`config.mk`:
```
export PLATFORM = sky130hd
export DESIGN_NAME = i2c_master_bit_engine_flat
export DESIGN_NICKNAME = d
export VERILOG_FILES = /design/src/hdl/i2cbe_pkg.sv /design/src/hdl/i2cbe_if.sv /design/src/hdl/i2cbe_cfg.sv /design/src/hdl/i2cbe_phase.sv /design/src/hdl/i2c_master_bit_engine.sv /design/src/flat_wrapper.sv
export SDC_FILE = /design/constraint.sdc
export NUM_CORES = 1
export LEC_CHECK = 0
export BUFFER_PORTS_ARGS = -buffer_cell sky130_fd_sc_hd__buf_4
export CORE_AREA = 2 2 103 105
export DETAILED_ROUTE_END_ITERATION = 8
export DIE_AREA = 0 0 105 107
export GPL_TIMING_DRIVEN = 0
export HOLD_SLACK_MARGIN = 0.12
export MAX_ROUTING_LAYER = met4
export PLACE_DENSITY = 0.77
export SYNTH_ARGS = -nofsm -noshare
export SYNTH_HDL_FRONTEND = slang
export SYNTH_SLANG_ARGS = --single-unit
```
`constraint.sdc`:
```
create_clock -name clk -period 10 [get_ports clk]
set_clock_uncertainty 0.2 [all_clocks]
set_input_delay 1 -clock clk [delete_from_list [all_inputs] [get_ports clk]]
set_output_delay 1 -clock clk [all_outputs]
set_load 0.02 [all_outputs]
```
`src/hdl/i2cbe_pkg.sv`:
```
// Shared types and constants of the I2C master bit engine.
package i2cbe_pkg;

	// Command codes carried in the op field.
	typedef logic [2:0] op_t;
	localparam op_t OP_TICK     = 3'd0;
	localparam op_t OP_START    = 3'd1;
	localparam op_t OP_STOP     = 3'd2;
	localparam op_t OP_WRITE    = 3'd3;
	localparam op_t OP_READ     = 3'd4;
	localparam op_t OP_SEND_ACK = 3'd5;
	localparam op_t OP_RECV_ACK = 3'd6;

	localparam int unsigned TICK_W  = 10;
	localparam int unsigned PHASE_W = 5;
	localparam int unsigned BYTE_W  = 8;

	localparam logic [TICK_W-1:0] PHASE_TICKS_RESET = 10'd10;
	localparam logic [BYTE_W-1:0] TOP_BIT           = 8'h80;

	// APB register map.
	localparam int unsigned ADDR_W = 3;
	localparam logic REG_PHASE_TICKS = 1'b0;

	// What one pin phase does.
	typedef enum logic [1:0] {
		ACT_SDA,
		ACT_SCL,
		ACT_SAMPLE
	} act_kind_t;

	// Decoded phase, handed from the phase decoder to the engine.
	typedef struct packed {
		act_kind_t  kind;
		logic       level;
		logic [2:0] bit_idx;
		logic       last;
	} phase_act_t;

endpackage

```
`src/hdl/i2cbe_if.sv`:
```
// Valid/ready channel interfaces for the tick requests and the per-tick results.
interface i2cbe_in_if;
	import i2cbe_pkg::*;
	logic       valid;
	logic       ready;
	op_t        op;
	logic [7:0] tx_byte;
	logic       ack_level;
	logic       sda_line;

	modport source (output valid, op, tx_byte, ack_level, sda_line, input ready);
	modport sink (input valid, op, tx_byte, ack_level, sda_line, output ready);
endinterface

interface i2cbe_out_if;
	logic       valid;
	logic       ready;
	logic       scl_drive;
	logic       sda_drive;
	logic       busy_res;
	logic       done_res;
	logic [7:0] rx_byte;
	logic       ack_seen;
	logic       rejected;

	modport source (output valid, scl_drive, sda_drive, busy_res, done_res, rx_byte,
		ack_seen, rejected, input ready);
	modport sink (input valid, scl_drive, sda_drive, busy_res, done_res, rx_byte,
		ack_seen, rejected, output ready);
endinterface

```
`src/hdl/i2cbe_cfg.sv`:
```
// APB register block holding the phase length setting.
module i2cbe_cfg
	import i2cbe_pkg::*;
(
	input  logic                clk,
	input  logic                arst_n,
	input  logic                psel,
	input  logic                penable,
	input  logic                pwrite,
	input  logic [ADDR_W-1:0]   paddr,
	input  logic [31:0]         pwdata,
	output logic [31:0]         prdata,
	output logic                pready,
	output logic [TICK_W-1:0]   phase_ticks
);

	logic [TICK_W-1:0] phase_ticks_q;
	logic              wr_en;

	// Registers are written in the access cycle of a write.
	assign pready = 1'b1;
	assign wr_en  = psel && penable && pwrite && (paddr[2] == REG_PHASE_TICKS);

	always_ff @(posedge clk or negedge arst_n) begin
		if (!arst_n) begin
			phase_ticks_q <= PHASE_TICKS_RESET;
		end else if (wr_en) begin
			phase_ticks_q <= pwdata[TICK_W-1:0];
		end
	end

	// Read back the setting; unmapped addresses read as zero.
	always_comb begin
		prdata = '0;
		if (paddr[2] == REG_PHASE_TICKS) begin
			prdata = {{(32-TICK_W){1'b0}}, phase_ticks_q};
		end
	end

	assign phase_ticks = phase_ticks_q;

endmodule

```
`src/hdl/i2cbe_phase.sv`:
```
// Decodes a command and phase index into the pin action of that phase.
module i2cbe_phase
	import i2cbe_pkg::*;
(
	input  op_t                 cmd,
	input  logic [PHASE_W-1:0]  phase,
	input  logic [BYTE_W-1:0]   shift,
	output phase_act_t          act
);

	// Quotient by three for a five-bit index, by comparison.
	function automatic logic [4:0] div3(input logic [4:0] v);
		logic [4:0] q;
		q = 5'd0;
		for (int k = 1; k <= 10; k++) begin
			if (v >= 5'(3 * k)) begin
				q = 5'(k);
			end
		end
		return q;
	endfunction

	logic [4:0] q_w, qd_w, rm_w;
	logic [4:0] q_r, qd_r, rm_r;
	logic [4:0] count;

	always_comb begin
		// Write byte uses the phase index directly, read byte skips its first phase.
		q_w  = phase;
		qd_w = div3(q_w);
		rm_w = q_w - 5'(qd_w * 5'd3);
		q_r  = phase - 5'd1;
		qd_r = div3(q_r);
		rm_r = q_r - 5'(qd_r * 5'd3);

		act.kind    = ACT_SDA;
		act.level   = 1'b1;
		act.bit_idx = 3'd0;
		count       = 5'd0;

		case (cmd)
			OP_START: begin
				act.kind  = phase[0] ? ACT_SCL : ACT_SDA;
				act.level = (phase < 5'd2);
				count     = 5'd4;
			end
			OP_STOP: begin
				act.kind  = (phase == 5'd1) ? ACT_SCL : ACT_SDA;
				act.level = (phase != 5'd0);
				count     = 5'd3;
			end
			OP_WRITE: begin
				act.bit_idx = qd_w[2:0];
				if (rm_w == 5'd0) begin
					act.kind  = ACT_SDA;
					act.level = shift[3'd7 - qd_w[2:0]];
				end else begin
					act.kind  = ACT_SCL;
					act.level = (rm_w == 5'd1);
				end
				count = 5'(3 * BYTE_W);
			end
			OP_READ: begin
				if (phase != 5'd0) begin
					act.bit_idx = qd_r[2:0];
					if (rm_r == 5'd1) begin
						act.kind = ACT_SAMPLE;
					end else begin
						act.kind  = ACT_SCL;
						act.level = (rm_r == 5'd0);
					end
				end
				count = 5'(3 * BYTE_W + 1);
			end
			OP_SEND_ACK: begin
				act.kind  = (phase == 5'd0) ? ACT_SDA : ACT_SCL;
				act.level = (phase == 5'd0) ? shift[0] : (phase == 5'd1);
				count     = 5'd3;
			end
			OP_RECV_ACK: begin
				if (phase == 5'd2) begin
					act.kind = ACT_SAMPLE;
				end else begin
					act.kind  = (phase == 5'd0) ? ACT_SDA : ACT_SCL;
					act.level = (phase != 5'd3);
				end
				count = 5'd4;
			end
			default: begin
				count = 5'd0;
			end
		endcase

		// Last phase once the next index reaches the command's phase count.
		act.last = ((phase + 5'd1) >= count);
	end

endmodule

```
`src/hdl/i2c_master_bit_engine.sv`:
```
// Top level of the tick-driven I2C master bit engine.
//
//  channel  | dir | handshake        | contents
//  ---------+-----+------------------+-------------------------------------------
//  in_ch    | in  | valid/ready      | op, tx_byte, ack_level, sda_line (one tick)
//  out_ch   | out | valid/ready      | scl/sda drive, busy, done, rx_byte, ack, rej
//  apb      | in  | psel/penable     | phase_ticks at byte address 0
//
// Every request is one tick and yields one result, computed combinationally from the
// engine state and registered in the result register; a request per cycle is taken
// while in_ch.ready is high, low only while the result register is full and not taken.
// Reset puts the engine idle with both lines released and phase_ticks at 10.
module i2c_master_bit_engine
	import i2cbe_pkg::*;
(
	input  logic              clk,
	input  logic              arst_n,
	i2cbe_in_if.sink          in_ch,
	i2cbe_out_if.source       out_ch,
	input  logic              psel,
	input  logic              penable,
	input  logic              pwrite,
	input  logic [ADDR_W-1:0] paddr,
	input  logic [31:0]       pwdata,
	output logic [31:0]       prdata,
	output logic              pready
);

	logic [TICK_W-1:0] phase_ticks;

	// Engine state.
	op_t                cmd_q;
	logic [PHASE_W-1:0] phase_q;
	logic [TICK_W-1:0]  tick_q;
	logic [BYTE_W-1:0]  shift_q;
	logic               scl_q, sda_q, ack_q;
	logic [BYTE_W-1:0]  rx_q;

	// Result register.
	logic               out_valid_q;
	logic               scl_out_q, sda_out_q, busy_out_q, done_out_q, ack_out_q, rej_out_q;
	logic [BYTE_W-1:0]  rx_out_q;

	// Next-state values.
	op_t                cmd_a, cmd_n;
	logic [PHASE_W-1:0] phase_a, phase_n, phase_inc;
	logic [TICK_W-1:0]  tick_a, tick_n, tick_inc, limit;
	logic [BYTE_W-1:0]  shift_a, shift_n, rx_n;
	logic               scl_n, sda_n, ack_n;
	logic               fire, valid_op, idle, start_cmd, active, done, rej, wrap;
	phase_act_t         act;

	i2cbe_cfg u_cfg (
		.clk         (clk),
		.arst_n      (arst_n),
		.psel        (psel),
		.penable     (penable),
		.pwrite      (pwrite),
		.paddr       (paddr),
		.pwdata      (pwdata),
		.prdata      (prdata),
		.pready      (pready),
		.phase_ticks (phase_ticks)
	);

	i2cbe_phase u_phase (
		.cmd   (cmd_a),
		.phase (phase_a),
		.shift (shift_a),
		.act   (act)
	);

	// A request is taken whenever the result register is free or draining.
	assign in_ch.ready = !out_valid_q || out_ch.ready;
	assign fire        = in_ch.valid && in_ch.ready;

	// Command launch: an idle engine loads a new command with its operand.
	always_comb begin
		valid_op  = (in_ch.op >= OP_START) && (in_ch.op <= OP_RECV_ACK);
		idle      = (cmd_q == OP_TICK);
		start_cmd = idle && valid_op;
		rej       = !idle && valid_op;
		cmd_a     = start_cmd ? in_ch.op : cmd_q;
		phase_a   = start_cmd ? '0 : phase_q;
		tick_a    = start_cmd ? '0 : tick_q;
		shift_a   = shift_q;
		if (start_cmd) begin
			case (in_ch.op)
				OP_WRITE:    shift_a = in_ch.tx_byte;
				OP_READ:     shift_a = '0;
				OP_SEND_ACK: shift_a = {{(BYTE_W-1){1'b0}}, in_ch.ack_level};
				default:     shift_a = shift_q;
			endcase
		end
	end

	// Phase action on the first tick of a phase, then tick and phase counting.
	always_comb begin
		active    = (cmd_a != OP_TICK);
		cmd_n     = cmd_a;
		phase_n   = phase_a;
		tick_n    = tick_a;
		shift_n   = shift_a;
		scl_n     = scl_q;
		sda_n     = sda_q;
		ack_n     = ack_q;
		rx_n      = rx_q;
		done      = 1'b0;
		limit     = (phase_ticks == '0) ? TICK_W'(1) : phase_ticks;
		tick_inc  = tick_a + TICK_W'(1);
		phase_inc = phase_a + PHASE_W'(1);
		wrap      = (tick_inc >= limit) || (tick_inc == '0);

		if (active) begin
			if (tick_a == '0) begin
				case (act.kind)
					ACT_SDA: sda_n = act.level;
					ACT_SCL: scl_n = act.level;
					ACT_SAMPLE: begin
						if (cmd_a == OP_READ) begin
							if (in_ch.sda_line) begin
								shift_n = shift_a | (TOP_BIT >> act.bit_idx);
							end
						end else begin
							ack_n = in_ch.sda_line;
						end
					end
					default: ;
				endcase
			end
			tick_n = tick_inc;
			if (wrap) begin
				tick_n  = '0;
				phase_n = phase_inc;
				if (act.last) begin
					if (cmd_a == OP_READ) begin
						rx_n = shift_n;
					end
					cmd_n   = OP_TICK;
					phase_n = '0;
					done    = 1'b1;
				end
			end
		end
	end

	// Engine state advances on every accepted tick.
	always_ff @(posedge clk or negedge arst_n) begin
		if (!arst_n) begin
			cmd_q   <= OP_TICK;
			phase_q <= '0;
			tick_q  <= '0;
			shift_q <= '0;
			scl_q   <= 1'b1;
			sda_q   <= 1'b1;
			ack_q   <= 1'b1;
			rx_q    <= '0;
		end else if (fire) begin
			cmd_q   <= cmd_n;
			phase_q <= phase_n;
			tick_q  <= tick_n;
			shift_q <= shift_n;
			scl_q   <= scl_n;
			sda_q   <= sda_n;
			ack_q   <= ack_n;
			rx_q    <= rx_n;
		end
	end

	// Result register valid flag.
	always_ff @(posedge clk or negedge arst_n) begin
		if (!arst_n) begin
			out_valid_q <= 1'b0;
		end else if (fire) begin
			out_valid_q <= 1'b1;
		end else if (out_ch.ready) begin
			out_valid_q <= 1'b0;
		end
	end

	// Result payload.
	always_ff @(posedge clk) begin
		if (fire) begin
			scl_out_q  <= scl_n;
			sda_out_q  <= sda_n;
			busy_out_q <= (cmd_n != OP_TICK);
			done_out_q <= done;
			rx_out_q   <= rx_n;
			ack_out_q  <= ack_n;
			rej_out_q  <= rej;
		end
	end

	assign out_ch.valid     = out_valid_q;
	assign out_ch.scl_drive = scl_out_q;
	assign out_ch.sda_drive = sda_out_q;
	assign out_ch.busy_res  = busy_out_q;
	assign out_ch.done_res  = done_out_q;
	assign out_ch.rx_byte   = rx_out_q;
	assign out_ch.ack_seen  = ack_out_q;
	assign out_ch.rejected  = rej_out_q;

endmodule

```
`src/flat_wrapper.sv`:
```
// flat-port wrapper written by rule: the top's interface ports become plain ports
module i2c_master_bit_engine_flat import i2cbe_pkg::*;
  (clk, arst_n, psel, penable, pwrite, paddr, pwdata, prdata, pready, in_ch_valid, in_ch_op, in_ch_tx_byte, in_ch_ack_level, in_ch_sda_line, in_ch_ready, out_ch_valid, out_ch_scl_drive, out_ch_sda_drive, out_ch_busy_res, out_ch_done_res, out_ch_rx_byte, out_ch_ack_seen, out_ch_rejected, out_ch_ready);
  i2cbe_in_if in_ch_i ();
  i2cbe_out_if out_ch_i ();
  input  logic clk;
  input  logic arst_n;
  input  logic psel;
  input  logic penable;
  input  logic pwrite;
  input  logic [ADDR_W-1:0] paddr;
  input  logic [31:0] pwdata;
  output logic [31:0] prdata;
  output logic pready;
  input wire logic [$bits(in_ch_i.valid)-1:0] in_ch_valid;
  input wire logic [$bits(in_ch_i.op)-1:0] in_ch_op;
  input wire logic [$bits(in_ch_i.tx_byte)-1:0] in_ch_tx_byte;
  input wire logic [$bits(in_ch_i.ack_level)-1:0] in_ch_ack_level;
  input wire logic [$bits(in_ch_i.sda_line)-1:0] in_ch_sda_line;
  output wire logic [$bits(in_ch_i.ready)-1:0] in_ch_ready;
  output wire logic [$bits(out_ch_i.valid)-1:0] out_ch_valid;
  output wire logic [$bits(out_ch_i.scl_drive)-1:0] out_ch_scl_drive;
  output wire logic [$bits(out_ch_i.sda_drive)-1:0] out_ch_sda_drive;
  output wire logic [$bits(out_ch_i.busy_res)-1:0] out_ch_busy_res;
  output wire logic [$bits(out_ch_i.done_res)-1:0] out_ch_done_res;
  output wire logic [$bits(out_ch_i.rx_byte)-1:0] out_ch_rx_byte;
  output wire logic [$bits(out_ch_i.ack_seen)-1:0] out_ch_ack_seen;
  output wire logic [$bits(out_ch_i.rejected)-1:0] out_ch_rejected;
  input wire logic [$bits(out_ch_i.ready)-1:0] out_ch_ready;
  assign in_ch_i.valid = in_ch_valid;
  assign in_ch_i.op = in_ch_op;
  assign in_ch_i.tx_byte = in_ch_tx_byte;
  assign in_ch_i.ack_level = in_ch_ack_level;
  assign in_ch_i.sda_line = in_ch_sda_line;
  assign in_ch_ready = in_ch_i.ready;
  assign out_ch_valid = out_ch_i.valid;
  assign out_ch_scl_drive = out_ch_i.scl_drive;
  assign out_ch_sda_drive = out_ch_i.sda_drive;
  assign out_ch_busy_res = out_ch_i.busy_res;
  assign out_ch_done_res = out_ch_i.done_res;
  assign out_ch_rx_byte = out_ch_i.rx_byte;
  assign out_ch_ack_seen = out_ch_i.ack_seen;
  assign out_ch_rejected = out_ch_i.rejected;
  assign out_ch_i.ready = out_ch_ready;
  i2c_master_bit_engine u_core (.clk(clk), .arst_n(arst_n), .in_ch(in_ch_i), .out_ch(out_ch_i), .psel(psel), .penable(penable), .pwrite(pwrite), .paddr(paddr), .pwdata(pwdata), .prdata(prdata), .pready(pready));
endmodule
```
==> results.md <==
- CP required: 9900 ps
- Fraction of registers with async set/reset: 77.4%
- Slew headroom: 11.4%
- H-tree levels: 3
- Max-Cap Viols: 0
- Initial antenna violation count: 0
- Nets@finish: 824
- Final period utilization: 74.3%
- Routed WL per cell: 16.8 µm
- Final Slew Violations: 0
- CTS tree: done
- Crit end category: flip-flop
- Tot GR Track Use: 27.1%
- Area fraction of the dominant cell type after synthesis: 19.9%
- Mapped cell area: 5400 µm²
- Ys flop type: dfrtp_1
- Fill cell total of the finished layout: 902
- Vias per inst: 5.87
- Syn_area_per_cell: 8.38 µm²
- Peak supply drop: 0.000407 V
- Die Span Y: 107 µm
- Final wirelength: 14700 µm
- Die ar.: 11200 µm²
- Clock Path Buffers: 2
- Tot Pwr: 2.20 mW
- Setup_tns: 0 ps
- Number of global-route vias before repair: 4991
- Synth top cells by count: nand2_1 (74), nor2_1 (70), dfrtp_1 (43)
- Starting DRT DRC Count: 421
- Maximum number of pins on one net before global-route repair: 49
- Starting density of the core: 53.5%
- Sequential share of the synthesized area: 30.2%
- Layout cells sized above 1: 21.0%
- Hold Vio Cnt, Final: 0
- Area contributors post-synth: dfrtp_1 (20%), edfxtp_1 (7.8%), ha_1 (7.4%), mux2_2 (5.4%), nand2_1 (5.1%)
- Total clock buffers created by CTS: 9
- Clk slew on worst S/H paths: 80 ps
- Flops & latches, synth: 62
- Via count: 5122
- Worst setup path class: in2reg
- WP data arrival: 7340 ps
- DRC errors left: 0
- Crit-path max FO: 10
- Cell taking the most area after synthesis: dfrtp_1
- RSZ-0062 raised after global routing: no
- EDFF count, synth: 14
- Cts hold-fix bufs: 0
- Antenna diodes: 0
- Pwr dens: 351 nW/µm²
- Storage element area: 1630 µm²
- # setup viols final: 0
- Crit path launch type: primary input
- Worst-Skew Late Latency: 350 ps
- Antenna Nets Post-Route: 0
- Core ar.: 10100 µm²
- Total gr overflow: 0
- Least-Margin Pin Slew: 1330 ps
- RePlAce Congestion: 0.928
- Sink Count: 62
- Multi-input gate area: 3360 µm²
- Gate Count Post-Synth: 644
- Area after DPL: 6060 µm²
- Most numerous cell in the Yosys netlist: nand2_1
- Max Fclk: 135 MHz
- Resized cells post-CTS: 0
- Pre-CTS WS: 2350 ps
- Num rows: 37
- # IOs: 104
- Status: completed
- Number of distinct library cells after synthesis: 77
- Clk root buf: clkbuf_8
- Die width: 105 µm
- Yosys warns: 0
- Final WS setup: 2570 ps
- Drt first pass iters: 7
- Leakage: 2.82 nW
- First-pass GRT wire length: 23700 µm
- Post-synthesis to final-layout area growth: 16.2%
- Worst Hold Class: reg2reg
- DP HPWL: 11200 µm
- Design area: 6270 µm²
- Post-layout min period: 7430 ps
- Post-CTS setup buffers: 0
- I/O Buffers: 56
==> final timing paths <==
check                                 from                       to  slack, ps  cells after the start
setup / recovery               in_ch_op[2]  u_core.out_ch.scl_drive       2570                     25
hold / removal              u_core.rx_q[6]           u_core.rx_q[6]        300                      2
setup reg to reg           u_core.cmd_q[2]  u_core.out_ch.scl_drive       2910                     23
hold reg to reg             u_core.rx_q[6]           u_core.rx_q[6]        300                      2
max in group asynchronous           arst_n        u_core.phase_q[2]       8690                      1
min in group asynchronous           arst_n           u_core.rx_q[2]        460                      1
==> cell families (layout without fill, tap and decap cells) <==
group / count (synthesis) / count (layout) / synth area share [%]
compound gates: 171 / 171 / 22.4
xor+xnor: 14 / 14 / 2.27
simple gates: 227 / 227 / 20.0
other cells: 2 / 23 / 0.139
fa+ha+maj: 38 / 38 / 9.46
flops: 62 / 62 / 30.2
buf+inv: 98 / 170 / 8.97
mux: 32 / 32 / 6.61
==> routing by layer <==
metal / up-vias / wire, µm / GRT usage [%]
met3: 22 / 847 / 3.89
met4: 0 / 281 / 9.05
met5: - / 0 / -
met2: 183 / 7300 / 45.8
met1: 2480 / 6260 / 33.4
li1: 2437 / - / -
==> registers in the layout, indices dropped and copies added (netlist names), 3 cells and up <==
signal,flops
u_core.shift_q,8
u_core.phase_q,5
u_core.out_ch.rx_byte,8
u_core.tick_q,10
u_core.rx_q,8
u_core.cmd_q,3
u_core.u_cfg.phase_ticks,10
==> stage by stage <==
step | util [%] | std cells | hold WS [ps]
6_report | 62.1 | 873 | 297
2_1_floorplan | - | 665 | 256
3_5_place_dp | 60.1 | 857 | 282
3_3_place_gp | 60.1 | 857 | 270
4_1_cts | 62.1 | 873 | 302
5_1_grt | 62.1 | 873 | 320
==> placed cells by master (no fill, tap or decap), types with 11 or more instances in the layout <==
cell type / count
buf_4: 82
ha_1: 32
dfrtp_1: 43
edfxtp_1: 14
o21ai_0: 39
nand2_1: 74
nor3_1: 11
inv_1: 39
nor2_1: 70
mux2_2: 26
conb_1: 23
a31oi_1: 11
o21ai_1: 11
a21oi_1: 29
nand3_1: 15
clkbuf_1: 24
==> power breakdown <==
part           internal [mW]  switching (mW)  total, mW
clock                  0.118           0.115      0.233
sequential             0.328          0.0445      0.372
combinational          0.631           0.964       1.59
total                   1.08            1.12       2.20
==> critical path: stages <==
cell and delay, ps:
buf_4 90, clkbuf_1 320, or3_1 160, clkbuf_1 220, nand3_1 390, nand2_1 370, ha_1 190, clkbuf_1 300
nor3b_1 470, a2bb2oi_2 350, a211oi_1 120, a31oi_1 150, o21ai_1 180, fa_1 550, inv_1 40, ha_1 300
nor2b_1 160, o21a_1 170, or3_1 330, and3_1 200, o2111a_1 260, nor3b_2 180, nand2b_4 180, nor4_1 270
mux2_2 370
==> area by class of cell <==
class,count,area share [%]
Clock buffer,9,1.98
Clock inverter,7,1.28
Sequential cell,62,26.0
Timing Repair Buffer,56,6.71
Buffer,58,5.33
Tap cell,136,2.71
Inverter,40,2.40
Multi-Input combinational cell,505,53.6
No activity file was read; power rests on OpenSTA's default activity.
